===== config.mk =====
export PLATFORM = sky130hd
export DESIGN_NAME = fair_share_vruntime_scheduler_unit_flat
export DESIGN_NICKNAME = d
export VERILOG_FILES = /design/src/fsvs_pkg.sv /design/src/fsvs_if.sv /design/src/fsvs_ram.sv /design/src/fsvs_ctrl.sv /design/src/fsvs_dp.sv /design/src/fair_share_vruntime_scheduler_unit.sv /design/src/flat_wrapper.sv
export SDC_FILE = /design/constraint.sdc
export NUM_CORES = 2
export LEC_CHECK = 0
export ABC_AREA = 1
export ABC_CLOCK_PERIOD_IN_PS = 8800
export BUFFER_PORTS_ARGS = -buffer_cell sky130_fd_sc_hd__buf_2
export CAP_MARGIN = 10
export CORE_UTILIZATION = 45
export DETAILED_ROUTE_END_ITERATION = 7
export GPL_TIMING_DRIVEN = 0
export PLACE_DENSITY_LB_ADDON = 0.25
export RECOVER_POWER = 100
export SETUP_SLACK_MARGIN = 0.4
export SLEW_MARGIN = 10
export SYNTH_ARGS = -nofsm -noshare
export SYNTH_HDL_FRONTEND = slang
export SYNTH_SLANG_ARGS = --single-unit

===== constraint.sdc =====
create_clock -name clk -period 8.8 [get_ports clk]
set_input_delay 1.76 -clock clk [delete_from_list [all_inputs] [get_ports clk]]
set_output_delay 1.76 -clock clk [all_outputs]
set_load 0.01 [all_outputs]

===== src/fsvs_pkg.sv =====
// Shared types, widths, constants and helper functions of the fair-share scheduler.
package fsvs_pkg;

    localparam int VR_W          = 48;
    localparam int TASK_W        = 4;
    localparam int NICE_W        = 3;
    localparam int ELAPSED_W     = 24;
    localparam int WEIGHT_W      = 9;
    localparam int PROD_W        = ELAPSED_W + WEIGHT_W;
    localparam int COUNT_W       = 5;
    localparam int ID_W          = 5;
    localparam int SLICE_W       = 16;
    localparam int CMD_W         = 2;
    localparam int STATUS_W      = 2;
    localparam int ENTRY_W       = VR_W + NICE_W + TASK_W;
    localparam int MAX_TASKS_DEF = 16;
    localparam int NICE_LEVELS   = 5;

    localparam logic [SLICE_W-1:0] SLICE_LIMIT_RST = 16'd10;

    // 1.25^nice in Q8, nice -2..2
    localparam logic [WEIGHT_W-1:0] NICE_WEIGHT [NICE_LEVELS] =
        '{9'd164, 9'd205, 9'd256, 9'd320, 9'd400};

    typedef enum logic [CMD_W-1:0] {
        CMD_ADD   = 2'd0,
        CMD_START = 2'd1,
        CMD_TICK  = 2'd2,
        CMD_NOP   = 2'd3
    } cmd_t;

    typedef enum logic [STATUS_W-1:0] {
        ST_OK    = 2'd0,
        ST_FULL  = 2'd1,
        ST_EMPTY = 2'd2,
        ST_DONE  = 2'd3
    } status_t;

    typedef struct packed {
        logic    latch_in;
        logic    add_load;
        logic    mul_en;
        logic    vr_en;
        logic    rd_en;
        logic    rd_head;
        logic    scan_dec;
        logic    wr_shift;
        logic    wr_ins;
        logic    take_head;
        logic    scan_from_take;
        logic    set_started;
        logic    tick_update;
        logic    run_vr_load;
        logic    out_load;
        status_t out_status;
    } dp_cmd_t;

    typedef struct packed {
        cmd_t cmd;
        logic finished;
        logic started;
        logic full;
        logic empty;
        logic scan_zero;
        logic scan_one;
        logic head_gt;
    } dp_sts_t;

    function automatic logic signed [NICE_W-1:0] nice_clamp(input logic signed [NICE_W-1:0] n);
        logic signed [NICE_W-1:0] r;
        r = n;
        if (n < -3'sd2)
        begin
            r = -3'sd2;
        end
        else if (n > 3'sd2)
        begin
            r = 3'sd2;
        end
        return r;
    endfunction

    function automatic logic [WEIGHT_W-1:0] nice_weight(input logic signed [NICE_W-1:0] n);
        logic [NICE_W-1:0] idx;
        idx = NICE_W'(n + 3'sd2);
        if (idx < NICE_W'(NICE_LEVELS))
        begin
            return NICE_WEIGHT[idx];
        end
        return NICE_WEIGHT[NICE_LEVELS-1];
    endfunction

endpackage


===== src/fsvs_if.sv =====
// Handshake channel interfaces: scheduler commands in, scheduler results out.
interface fsvs_req_if import fsvs_pkg::*; ();
    logic                        valid;
    logic                        ready;
    logic [CMD_W-1:0]            command;
    logic signed [NICE_W-1:0]    nice_level;
    logic [ELAPSED_W-1:0]        elapsed;

    modport source (output valid, command, nice_level, elapsed, input ready);
    modport sink   (input valid, command, nice_level, elapsed, output ready);
endinterface

interface fsvs_rsp_if import fsvs_pkg::*; ();
    logic                  valid;
    logic                  ready;
    logic [TASK_W-1:0]     running_task;
    logic [VR_W-1:0]       running_vruntime;
    logic [COUNT_W-1:0]    queued_count;
    logic                  finished;
    logic [STATUS_W-1:0]   status;

    modport source (output valid, running_task, running_vruntime, queued_count, finished,
                    status, input ready);
    modport sink   (input valid, running_task, running_vruntime, queued_count, finished,
                    status, output ready);
endinterface


===== src/fsvs_ram.sv =====
// Generic single-write, single-read RAM with registered read data.
module fsvs_ram #(
    parameter int WIDTH = 8,
    parameter int DEPTH = 16
) (
    input  logic                     clk,
    input  logic                     we,
    input  logic [$clog2(DEPTH)-1:0] waddr,
    input  logic [WIDTH-1:0]         wdata,
    input  logic                     re,
    input  logic [$clog2(DEPTH)-1:0] raddr,
    output logic [WIDTH-1:0]         rdata
);

    logic [WIDTH-1:0] mem [DEPTH];

    always_ff @(posedge clk)
    begin
        if (we)
        begin
            mem[waddr] <= wdata;
        end
        if (re)
        begin
            rdata <= mem[raddr];
        end
    end

endmodule


===== src/fsvs_ctrl.sv =====
// Scheduler controller: command decode and run-queue walk sequencing.
module fsvs_ctrl import fsvs_pkg::*; (
    input  logic    clk,
    input  logic    rst_n,
    input  logic    req_valid,
    output logic    req_ready,
    output logic    rsp_valid,
    input  logic    rsp_ready,
    input  dp_sts_t sts,
    output dp_cmd_t cmd
);

    typedef enum logic [8:0] {
        S_IDLE    = 9'b000000001,
        S_DECODE  = 9'b000000010,
        S_START   = 9'b000000100,
        S_ADD     = 9'b000001000,
        S_TCMP    = 9'b000010000,
        S_INS_RD  = 9'b000100000,
        S_INS_CMP = 9'b001000000,
        S_RESP    = 9'b010000000,
        S_SPARE   = 9'b100000000
    } state_t;

    state_t  state_reg, state_next;
    status_t stat_reg, stat_next;
    logic    rsp_valid_reg, rsp_valid_next;

    assign req_ready = (state_reg == S_IDLE);
    assign rsp_valid = rsp_valid_reg;

    always_comb
    begin
        state_next = state_reg;
        stat_next  = stat_reg;
        cmd        = '0;
        cmd.out_status = stat_reg;
        unique case (state_reg)
            S_IDLE:
            begin
                if (req_valid)
                begin
                    cmd.latch_in = 1'b1;
                    stat_next    = ST_OK;
                    state_next   = S_DECODE;
                end
            end
            S_DECODE:
            begin
                state_next = S_RESP;
                if (sts.finished)
                begin
                    stat_next = ST_DONE;
                end
                else
                begin
                    unique case (sts.cmd)
                        CMD_ADD:
                        begin
                            if (sts.full)
                            begin
                                stat_next = ST_FULL;
                            end
                            else
                            begin
                                cmd.add_load = 1'b1;
                                state_next   = S_INS_RD;
                            end
                        end
                        CMD_START:
                        begin
                            if (!sts.started)
                            begin
                                if (sts.empty)
                                begin
                                    stat_next = ST_EMPTY;
                                end
                                else
                                begin
                                    cmd.rd_en   = 1'b1;
                                    cmd.rd_head = 1'b1;
                                    state_next  = S_START;
                                end
                            end
                        end
                        CMD_TICK:
                        begin
                            if (!sts.started)
                            begin
                                stat_next = ST_EMPTY;
                            end
                            else
                            begin
                                cmd.mul_en = 1'b1;
                                state_next = S_ADD;
                            end
                        end
                        CMD_NOP:
                        begin
                            stat_next = ST_OK;
                        end
                    endcase
                end
            end
            S_START:
            begin
                cmd.take_head   = 1'b1;
                cmd.set_started = 1'b1;
                state_next      = S_RESP;
            end
            S_ADD:
            begin
                cmd.vr_en   = 1'b1;
                cmd.rd_en   = 1'b1;
                cmd.rd_head = 1'b1;
                state_next  = S_TCMP;
            end
            S_TCMP:
            begin
                cmd.tick_update = 1'b1;
                if (sts.empty || sts.head_gt)
                begin
                    cmd.run_vr_load = 1'b1;
                    state_next      = S_RESP;
                end
                else
                begin
                    cmd.take_head      = 1'b1;
                    cmd.scan_from_take = 1'b1;
                    state_next         = S_INS_RD;
                end
            end
            S_INS_RD:
            begin
                if (sts.scan_zero)
                begin
                    cmd.wr_ins = 1'b1;
                    state_next = S_RESP;
                end
                else
                begin
                    cmd.rd_en  = 1'b1;
                    state_next = S_INS_CMP;
                end
            end
            S_INS_CMP:
            begin
                if (sts.head_gt)
                begin
                    cmd.wr_shift = 1'b1;
                    cmd.scan_dec = 1'b1;
                    if (sts.scan_one)
                    begin
                        state_next = S_INS_RD;
                    end
                    else
                    begin
                        cmd.rd_en = 1'b1;
                    end
                end
                else
                begin
                    cmd.wr_ins = 1'b1;
                    state_next = S_RESP;
                end
            end
            S_RESP:
            begin
                if (!rsp_valid_reg || rsp_ready)
                begin
                    cmd.out_load = 1'b1;
                    state_next   = S_IDLE;
                end
            end
            S_SPARE:
            begin
                state_next = S_IDLE;
            end
            default:
            begin
                state_next = S_IDLE;
            end
        endcase
    end

    always_comb
    begin
        rsp_valid_next = rsp_valid_reg;
        if (cmd.out_load)
        begin
            rsp_valid_next = 1'b1;
        end
        else if (rsp_ready)
        begin
            rsp_valid_next = 1'b0;
        end
    end

    always_ff @(posedge clk or negedge rst_n)
    begin
        if (!rst_n)
        begin
            state_reg     <= S_IDLE;
            stat_reg      <= ST_OK;
            rsp_valid_reg <= 1'b0;
        end
        else
        begin
            state_reg     <= state_next;
            stat_reg      <= stat_next;
            rsp_valid_reg <= rsp_valid_next;
        end
    end

endmodule


===== src/fsvs_dp.sv =====
// Scheduler datapath: run-queue RAM as a ring, running task, weight multiply, result register.
module fsvs_dp import fsvs_pkg::*; #(
    parameter int MAX_TASKS = MAX_TASKS_DEF
) (
    input  logic                     clk,
    input  logic                     rst_n,
    input  logic                     cfg_we,
    input  logic [SLICE_W-1:0]       cfg_wdata,
    input  logic [CMD_W-1:0]         req_command,
    input  logic signed [NICE_W-1:0] req_nice_level,
    input  logic [ELAPSED_W-1:0]     req_elapsed,
    input  dp_cmd_t                  cmd,
    output dp_sts_t                  sts,
    output logic [TASK_W-1:0]        running_task,
    output logic [VR_W-1:0]          running_vruntime,
    output logic [COUNT_W-1:0]       queued_count,
    output logic                     finished,
    output logic [STATUS_W-1:0]      status
);

    localparam int AW = $clog2(MAX_TASKS);
    localparam int LW = $clog2(MAX_TASKS + 1);

    // input transaction
    cmd_t                     cmd_in_reg;
    logic signed [NICE_W-1:0] nice_in_reg;
    logic [ELAPSED_W-1:0]     elapsed_reg;

    // queue bookkeeping
    logic [AW-1:0] hd_reg;
    logic [LW-1:0] len_reg;
    logic [LW-1:0] scan_reg;
    logic [ID_W-1:0] next_id_reg;

    // entry being inserted
    logic [VR_W-1:0]          ins_vr_reg;
    logic signed [NICE_W-1:0] ins_nice_reg;
    logic [TASK_W-1:0]        ins_task_reg;

    // running task
    logic [VR_W-1:0]          run_vr_reg;
    logic signed [NICE_W-1:0] run_nice_reg;
    logic [TASK_W-1:0]        run_task_reg;

    logic [PROD_W-1:0]  prod_reg;
    logic [SLICE_W-1:0] slice_reg;
    logic [SLICE_W-1:0] limit_reg;
    logic               started_reg;
    logic               finished_reg;

    // result register
    logic [TASK_W-1:0]   out_task_reg;
    logic [VR_W-1:0]     out_vr_reg;
    logic [COUNT_W-1:0]  out_count_reg;
    logic                out_finished_reg;
    logic [STATUS_W-1:0] out_status_reg;

    logic [ENTRY_W-1:0] ram_wdata;
    logic [ENTRY_W-1:0] ram_rdata;
    logic [AW-1:0]      ram_waddr;
    logic [AW-1:0]      ram_raddr;
    logic [VR_W-1:0]    rd_vr;
    logic signed [NICE_W-1:0] rd_nice;
    logic [TASK_W-1:0]  rd_task;
    logic [LW-1:0]      scan_after;
    logic [VR_W:0]      vr_sum;
    logic [VR_W-1:0]    vr_sat;
    logic [SLICE_W-1:0] slice_inc;

    // logical queue position to RAM address
    function automatic logic [AW-1:0] phys(input logic [AW-1:0] hd, input logic [LW-1:0] k);
        logic [LW:0] s;
        s = (LW+1)'(hd) + (LW+1)'(k);
        if (s >= (LW+1)'(MAX_TASKS))
        begin
            s = s - (LW+1)'(MAX_TASKS);
        end
        return s[AW-1:0];
    endfunction

    assign rd_vr   = ram_rdata[ENTRY_W-1 -: VR_W];
    assign rd_nice = ram_rdata[TASK_W +: NICE_W];
    assign rd_task = ram_rdata[TASK_W-1:0];

    assign scan_after = cmd.scan_dec ? scan_reg - LW'(1) : scan_reg;
    assign ram_raddr  = cmd.rd_head ? hd_reg : phys(hd_reg, scan_after - LW'(1));
    assign ram_waddr  = phys(hd_reg, scan_reg);
    assign ram_wdata  = cmd.wr_ins ? {ins_vr_reg, ins_nice_reg, ins_task_reg} : ram_rdata;

    assign vr_sum    = {1'b0, run_vr_reg} + (VR_W+1)'(prod_reg);
    assign vr_sat    = vr_sum[VR_W] ? '1 : vr_sum[VR_W-1:0];
    assign slice_inc = slice_reg + SLICE_W'(1);

    fsvs_ram #(
        .WIDTH (ENTRY_W),
        .DEPTH (MAX_TASKS)
    ) u_queue (
        .clk   (clk),
        .we    (cmd.wr_ins | cmd.wr_shift),
        .waddr (ram_waddr),
        .wdata (ram_wdata),
        .re    (cmd.rd_en),
        .raddr (ram_raddr),
        .rdata (ram_rdata)
    );

    always_comb
    begin
        sts.cmd       = cmd_in_reg;
        sts.finished  = finished_reg;
        sts.started   = started_reg;
        sts.full      = (len_reg >= LW'(MAX_TASKS));
        sts.empty     = (len_reg == '0);
        sts.scan_zero = (scan_reg == '0);
        sts.scan_one  = (scan_reg == LW'(1));
        sts.head_gt   = (rd_vr > ins_vr_reg);
    end

    always_ff @(posedge clk or negedge rst_n)
    begin
        if (!rst_n)
        begin
            hd_reg       <= '0;
            len_reg      <= '0;
            scan_reg     <= '0;
            next_id_reg  <= '0;
            run_vr_reg   <= '0;
            run_nice_reg <= '0;
            run_task_reg <= '0;
            slice_reg    <= '0;
            limit_reg    <= SLICE_LIMIT_RST;
            started_reg  <= 1'b0;
            finished_reg <= 1'b0;
            cmd_in_reg   <= CMD_NOP;
        end
        else
        begin
            if (cfg_we)
            begin
                limit_reg <= cfg_wdata;
            end
            if (cmd.latch_in)
            begin
                cmd_in_reg <= cmd_t'(req_command);
            end
            if (cmd.add_load)
            begin
                scan_reg    <= len_reg;
                next_id_reg <= next_id_reg + ID_W'(1);
            end
            else if (cmd.scan_from_take)
            begin
                scan_reg <= len_reg - LW'(1);
            end
            else if (cmd.scan_dec)
            begin
                scan_reg <= scan_reg - LW'(1);
            end
            if (cmd.take_head)
            begin
                hd_reg       <= phys(hd_reg, LW'(1));
                len_reg      <= len_reg - LW'(1);
                run_vr_reg   <= rd_vr;
                run_nice_reg <= rd_nice;
                run_task_reg <= rd_task;
            end
            else if (cmd.wr_ins)
            begin
                len_reg <= len_reg + LW'(1);
            end
            if (cmd.run_vr_load)
            begin
                run_vr_reg <= ins_vr_reg;
            end
            if (cmd.set_started)
            begin
                started_reg <= 1'b1;
            end
            if (cmd.tick_update)
            begin
                slice_reg <= slice_inc;
                if (slice_inc >= limit_reg)
                begin
                    finished_reg <= 1'b1;
                end
            end
        end
    end

    always_ff @(posedge clk)
    begin
        if (cmd.latch_in)
        begin
            nice_in_reg <= req_nice_level;
            elapsed_reg <= req_elapsed;
        end
        if (cmd.add_load)
        begin
            ins_vr_reg   <= '0;
            ins_nice_reg <= nice_clamp(nice_in_reg);
            ins_task_reg <= next_id_reg[TASK_W-1:0];
        end
        else if (cmd.vr_en)
        begin
            ins_vr_reg   <= vr_sat;
            ins_nice_reg <= run_nice_reg;
            ins_task_reg <= run_task_reg;
        end
        if (cmd.mul_en)
        begin
            prod_reg <= elapsed_reg * nice_weight(run_nice_reg);
        end
        if (cmd.out_load)
        begin
            out_task_reg     <= run_task_reg;
            out_vr_reg       <= run_vr_reg;
            out_count_reg    <= COUNT_W'(len_reg);
            out_finished_reg <= finished_reg;
            out_status_reg   <= cmd.out_status;
        end
    end

    assign running_task     = out_task_reg;
    assign running_vruntime = out_vr_reg;
    assign queued_count     = out_count_reg;
    assign finished         = out_finished_reg;
    assign status           = out_status_reg;

endmodule


===== src/fair_share_vruntime_scheduler_unit.sv =====
// Fair-share vruntime scheduler top level: controller, datapath and channels.
// Ignored or rejected commands go straight to the result register; an add, or a tick that
// sends the running task back, walks the queue from its tail and shifts back each entry with
// a larger vruntime. One transaction at a time, taken the cycle after the result loads;
// a result not yet taken holds the unit. rst_n clears control and running state, not the RAM.
module fair_share_vruntime_scheduler_unit import fsvs_pkg::*; #(
    parameter int MAX_TASKS = MAX_TASKS_DEF
) (
    input  logic               clk,
    input  logic               rst_n,
    input  logic               cfg_we,
    input  logic [SLICE_W-1:0] cfg_wdata,
    fsvs_req_if.sink           req,
    fsvs_rsp_if.source         rsp
);

    dp_cmd_t dp_cmd;
    dp_sts_t dp_sts;

    fsvs_ctrl u_ctrl (
        .clk       (clk),
        .rst_n     (rst_n),
        .req_valid (req.valid),
        .req_ready (req.ready),
        .rsp_valid (rsp.valid),
        .rsp_ready (rsp.ready),
        .sts       (dp_sts),
        .cmd       (dp_cmd)
    );

    fsvs_dp #(
        .MAX_TASKS (MAX_TASKS)
    ) u_dp (
        .clk              (clk),
        .rst_n            (rst_n),
        .cfg_we           (cfg_we),
        .cfg_wdata        (cfg_wdata),
        .req_command      (req.command),
        .req_nice_level   (req.nice_level),
        .req_elapsed      (req.elapsed),
        .cmd              (dp_cmd),
        .sts              (dp_sts),
        .running_task     (rsp.running_task),
        .running_vruntime (rsp.running_vruntime),
        .queued_count     (rsp.queued_count),
        .finished         (rsp.finished),
        .status           (rsp.status)
    );

endmodule


===== src/flat_wrapper.sv =====
// flat-port wrapper written by rule: the top's interface ports become plain ports
module fair_share_vruntime_scheduler_unit_flat import fsvs_pkg::*;
#(
    parameter int MAX_TASKS = MAX_TASKS_DEF
)
  (clk, rst_n, cfg_we, cfg_wdata, req_valid, req_command, req_nice_level, req_elapsed, req_ready, rsp_valid, rsp_running_task, rsp_running_vruntime, rsp_queued_count, rsp_finished, rsp_status, rsp_ready);
  fsvs_req_if req_i ();
  fsvs_rsp_if rsp_i ();
  input  logic clk;
  input  logic rst_n;
  input  logic cfg_we;
  input  logic [SLICE_W-1:0] cfg_wdata;
  input wire logic [$bits(req_i.valid)-1:0] req_valid;
  input wire logic [$bits(req_i.command)-1:0] req_command;
  input wire logic [$bits(req_i.nice_level)-1:0] req_nice_level;
  input wire logic [$bits(req_i.elapsed)-1:0] req_elapsed;
  output wire logic [$bits(req_i.ready)-1:0] req_ready;
  output wire logic [$bits(rsp_i.valid)-1:0] rsp_valid;
  output wire logic [$bits(rsp_i.running_task)-1:0] rsp_running_task;
  output wire logic [$bits(rsp_i.running_vruntime)-1:0] rsp_running_vruntime;
  output wire logic [$bits(rsp_i.queued_count)-1:0] rsp_queued_count;
  output wire logic [$bits(rsp_i.finished)-1:0] rsp_finished;
  output wire logic [$bits(rsp_i.status)-1:0] rsp_status;
  input wire logic [$bits(rsp_i.ready)-1:0] rsp_ready;
  assign req_i.valid = req_valid;
  assign req_i.command = req_command;
  assign req_i.nice_level = req_nice_level;
  assign req_i.elapsed = req_elapsed;
  assign req_ready = req_i.ready;
  assign rsp_valid = rsp_i.valid;
  assign rsp_running_task = rsp_i.running_task;
  assign rsp_running_vruntime = rsp_i.running_vruntime;
  assign rsp_queued_count = rsp_i.queued_count;
  assign rsp_finished = rsp_i.finished;
  assign rsp_status = rsp_i.status;
  assign rsp_i.ready = rsp_ready;
  fair_share_vruntime_scheduler_unit #(.MAX_TASKS(MAX_TASKS)) u_core (.clk(clk), .rst_n(rst_n), .cfg_we(cfg_we), .cfg_wdata(cfg_wdata), .req(req_i), .rsp(rsp_i));
endmodule

==> metrics.md <==
| Metric | Value |
|---|---|
| Maximum achievable frequency | between 100 and 150 MHz |
| Worst-case hold slack | between 0.4 and 0.5 ns |
| Worst skew pair latency | 0.76 ns |
| EDFF count, synth | 1062 |
| Req. time, crit path | 9.28 ns |
| Mapped Cells | 5131 |
| Number of global-route vias before repair | 39200 |
| Violated checks | capacitance limit, slew limit |
| Setup tns final | 0 ns |
| Minimum clock period | around 8 ns |
| Post-synth cell types | between 50 and 60 |
| Part of the power in the clock network | 22.3% |
| Yosys top cell area share | 54.9% |
| Reg2reg path depth | 26 |
| HP Class | reg2reg |
| Cell count after placement | ~7000 |
| VDD IR max | 0.000278 V |
| Clock sinks | 1230 |
| IO buf count | 111 |
| Reg power frac | ~29% |
| CTS root buffer | clkbuf_16 |
| Antenna violations before repair | 10 |
| Final nets | between 5000 and 6000 |
| Critical Path Fanout Max | 11 |
| Drc violations | 0 |
| RR Startpoint | u_core.u_dp.run_nice_reg[1] |
| Primary FF master, synth | edfxtp_1 |
| Fin crit share | 89.7% |
| WP buf/inv | 7 |
| Post-DR wirelength/cell | 22.6 um |
| Synth area leader | edfxtp_1 |
| Fin cells | approximately 7200 |
| Global placement routability congestion | a little over 0.9 |
| Routed vias | about 40000 |
| Rel. slew slack | -213% |
| Yosys reg bits | 1230 |
| Gr usage total | approximately a quarter |
| Die height | 361 um |
| Power Internal | around 14 mW |
| Setup CP Type | reg2reg |
| Drt total wl | 163 mm |
| First-pass GRT wire length | 245 mm |
| Worst r2r dst | u_core.u_dp.prod_reg[32] |
| DRT antenna net count | 0 |
| Final Max Slew Viols | approximately 1200 |
| H-Tree Level Count | 4 |
| Post-DP HPWL | ~120 mm |
| Post-Syn Area | 58100 um2 |
| Comb power frac | 49.0% |
| Die Span X | 361 um |
| RSZ-0062 raised after global routing | false |
| FP Rows | about 130 |
| Largest net degree at the start of global routing | 85 |
| Status | finished, violations left |
| Total of max-cap violations | 50 |
| Io pins | 112 |
| Hold Vio Cnt, Final | 0 |
| Number of vias per cell | between 5 and 6 |
| Initial core utilization | 45.5% |
| Worst Setup EP | u_core.u_dp.prod_reg[32] |
| Sw Share | 43.2% |
| Most flops, register | u_core.u_dp.u_queue.mem |
| Final WS setup | 0.906 ns |
| Slew @ Worst Pin | 4.70 ns |
| Pleak | 24.5 nW |
| Top flop regs | u_core.u_dp.u_queue.mem (880), u_core.u_dp.u_queue.rdata (55) |
| Post-synthesis sequential area ratio | 61.7% |
| Top cell family by delay on the critical path | adder cells |
| Drt first pass iters | 6 |
| Max incr delay on CP | 0.67 ns |
| Grt total ovfl | 0 |
| DIE AREA | around 130000 um2 |
| Drt first-iter violations | 4364 |
| Crit. End Element | flip-flop |
| Sw Pwr | 10.7 mW |
| Placeable Area | 128000 um2 |
| Layout cells sized above 1 | 7.71% |
| CTS tree | done |
| Ys Warns | 0 |
| Startpoint type of the worst setup path | flip-flop |
| Pre-CTS setup slack | between 0.4 and 0.5 ns |
| Post-synthesis average cell area | between 10 and 15 um2 |
| Crit. Startpoint | u_core.u_dp.run_nice_reg[1] |
| CTS Buf Count | 133 |
| Post-CTS setup buffer count | 0 |
| Critical path's slowest cell | clkbuf_1 |
| Top cells by area, synth | edfxtp_1 55%, dfrtp_1 5.0%, fa_1 4.6%, nor2_1 4.4%, ha_1 4.1% |
| Power Dens Cells | 380 nW/um2 |
| Clock buffer depth | 3 |
| Setup Viol. Count Final | 0 |
| Util after Layout | 51.0% |
| Reg-to-reg setup timing slack | 0.91 ns |
| Post-synth ARST share | around a tenth |
| Syn_nets | 5508 |
| WP depth | 26 |
| Area growth, synth to finish | 12.2% |
| Largest register FFs | 880 |
| Arrival time at the worst endpoint | 8.38 ns |
| Clock transition at path regs | 0.06 ns |
| Clock skew | around 0.038 ns |
## worst min-delay path by stage
stage | cells after the start | start | endpoint | slack [ns]
2_1_floorplan | 0 | u_core.u_dp.len_reg[2] | u_core.u_dp.queued_count[2] | 0.42
3_3_place_gp | 0 | u_core.u_dp.len_reg[2] | u_core.u_dp.queued_count[2] | 0.43
3_5_place_dp | 0 | u_core.u_dp.len_reg[3] | u_core.u_dp.queued_count[3] | 0.43
4_1_cts | 0 | u_core.u_dp.len_reg[2] | u_core.u_dp.queued_count[2] | 0.44
5_1_grt | 0 | u_core.u_dp.len_reg[3] | u_core.u_dp.queued_count[3] | 0.46
6_report | 0 | u_core.u_dp.len_reg[2] | u_core.u_dp.queued_count[2] | 0.45
## cells in the mapped netlist (all sizes together), types with 4 or more instances
cell	instances
edfxtp	1062
o21ai	705
nor2	680
nand2	625
inv	483
o22ai	219
ha	192
a21oi	156
clkbuf	138
fa	135
dfrtp	115
mux2	110
buf	104
nand3	102
xor2	65
dfxtp	48
xnor2	35
nor3	28
a31oi	27
nand4	26
o211ai	19
nor4	9
a21o	7
dfstp	5
o221ai	5
o21a	4
o21bai	4
## logic make-up (layout without fill, tap and decap cells)
kind of cell / after synthesis / after routing / synth area share [%]
and+or+nand+nor: 1479 / 1479 / 10.2
DFF: 1230 / 1230 / 61.7
AOI/OAI and AO/OA: 1157 / 1157 / 10.7
buffers and inverters: 728 / 1161 / 4.99
adders and majority gates: 327 / 327 / 8.78
muxes: 110 / 110 / 2.13
xor gates and xnor gates: 100 / 100 / 1.51
other: 0 / 2 / 0
## cell usage in the layout, fill, tap and decap left out, drive strengths merged, types with 2 or more instances in the layout
cell and count:
xnor2 35, nand3b 2, or2 3, a221oi 2, o21a 4, a21oi 156, nor3 28, buf 132
o22ai 219, nand2 625, dfstp 5, dfrtp 115, nor2 680, xor2 65, inv 490, nand3 102
fa 135, o2111ai 3, clkbuf 472, a21boi 2, clkinv 52, nor4 9, bufinv 8, a21o 7
edfxtp 1062, and3 2, nand4 26, mux2 110, a31oi 27, o221ai 5, o211ai 19, dfxtp 48
o21ai 705, diode 2, clkinvlp 7, o21bai 4, ha 192
## worst register-to-register path, cell delays in order (launching register included)
cell	delay, ns
dfrtp_1	0.42
inv_1	0.12
clkbuf_1	0.67
ha_1	0.38
nor2_1	0.10
nand2_1	0.13
nor2_4	0.35
clkinvlp_4	0.40
clkbuf_1	0.40
nor2_1	0.23
fa_1	0.47
fa_1	0.54
fa_1	0.55
inv_1	0.05
fa_1	0.53
inv_1	0.04
ha_1	0.40
nand2_1	0.14
nor4_1	0.53
nand4_1	0.21
nand3_1	0.39
nand3_1	0.12
nand2_1	0.11
nand2_1	0.06
inv_1	0.07
a21oi_1	0.07
xor2_1	0.16
## per-layer routing
layer | vias up | global-route usage, % | routed length, um | part of all wire, %
met4 | 0 | 7.74 | 4510 | 2.8
li1 | 18600 | - | - | -
met1 | 20000 | 36.1 | 72500 | 44
met3 | 234 | 5.55 | 13900 | 8.5
met2 | 1590 | 37.7 | 72600 | 44
met5 | - | 0 | 0 | 0
## power groups by stage
| stage | Clock (mW) | Combinational [mW] | Sequential [mW] |
|---|---|---|---|
| 5_1_grt | 5.80 | 13.3 | 7.12 |
| 3_3_place_gp | 0 | 11.9 | 7.23 |
| 2_1_floorplan | 0 | 8.06 | 7.11 |
| 4_1_cts | 5.59 | 12.2 | 7.09 |
| 6_report | 5.52 | 12.1 | 7.10 |
| 3_5_place_dp | 0 | 12.1 | 7.21 |
## metrics by stage
step                instance area [um2]  total power, mW
finish                            65200             24.8
global route                      65200             26.2
CTS                               66300             24.9
detailed placement                62000             19.3
global placement                  60800             19.1
floorplan                         58100             15.2
## layout make-up
| type | instances | area [um2] |
|---|---|---|
| tap | 1662 | 2080 |
| sequential | 1230 | 35900 |
| antenna | 2 | 5.00 |
| buffer | 242 | 1060 |
| clock buffer | 169 | 3600 |
| clock inverter | 71 | 704 |
| fill | 11400 | 62600 |
| timing repair buffer | 193 | 782 |
| inverter | 486 | 1830 |
| multi-input combinational | 3173 | 19300 |
## what timing repair did
item                       in CTS  in global routing
gates resized for setup         0                  9
hold buffers                    0                  0
setup endpoints to repair       0                 14
Note: power is estimated with default switching activity, not from simulation.
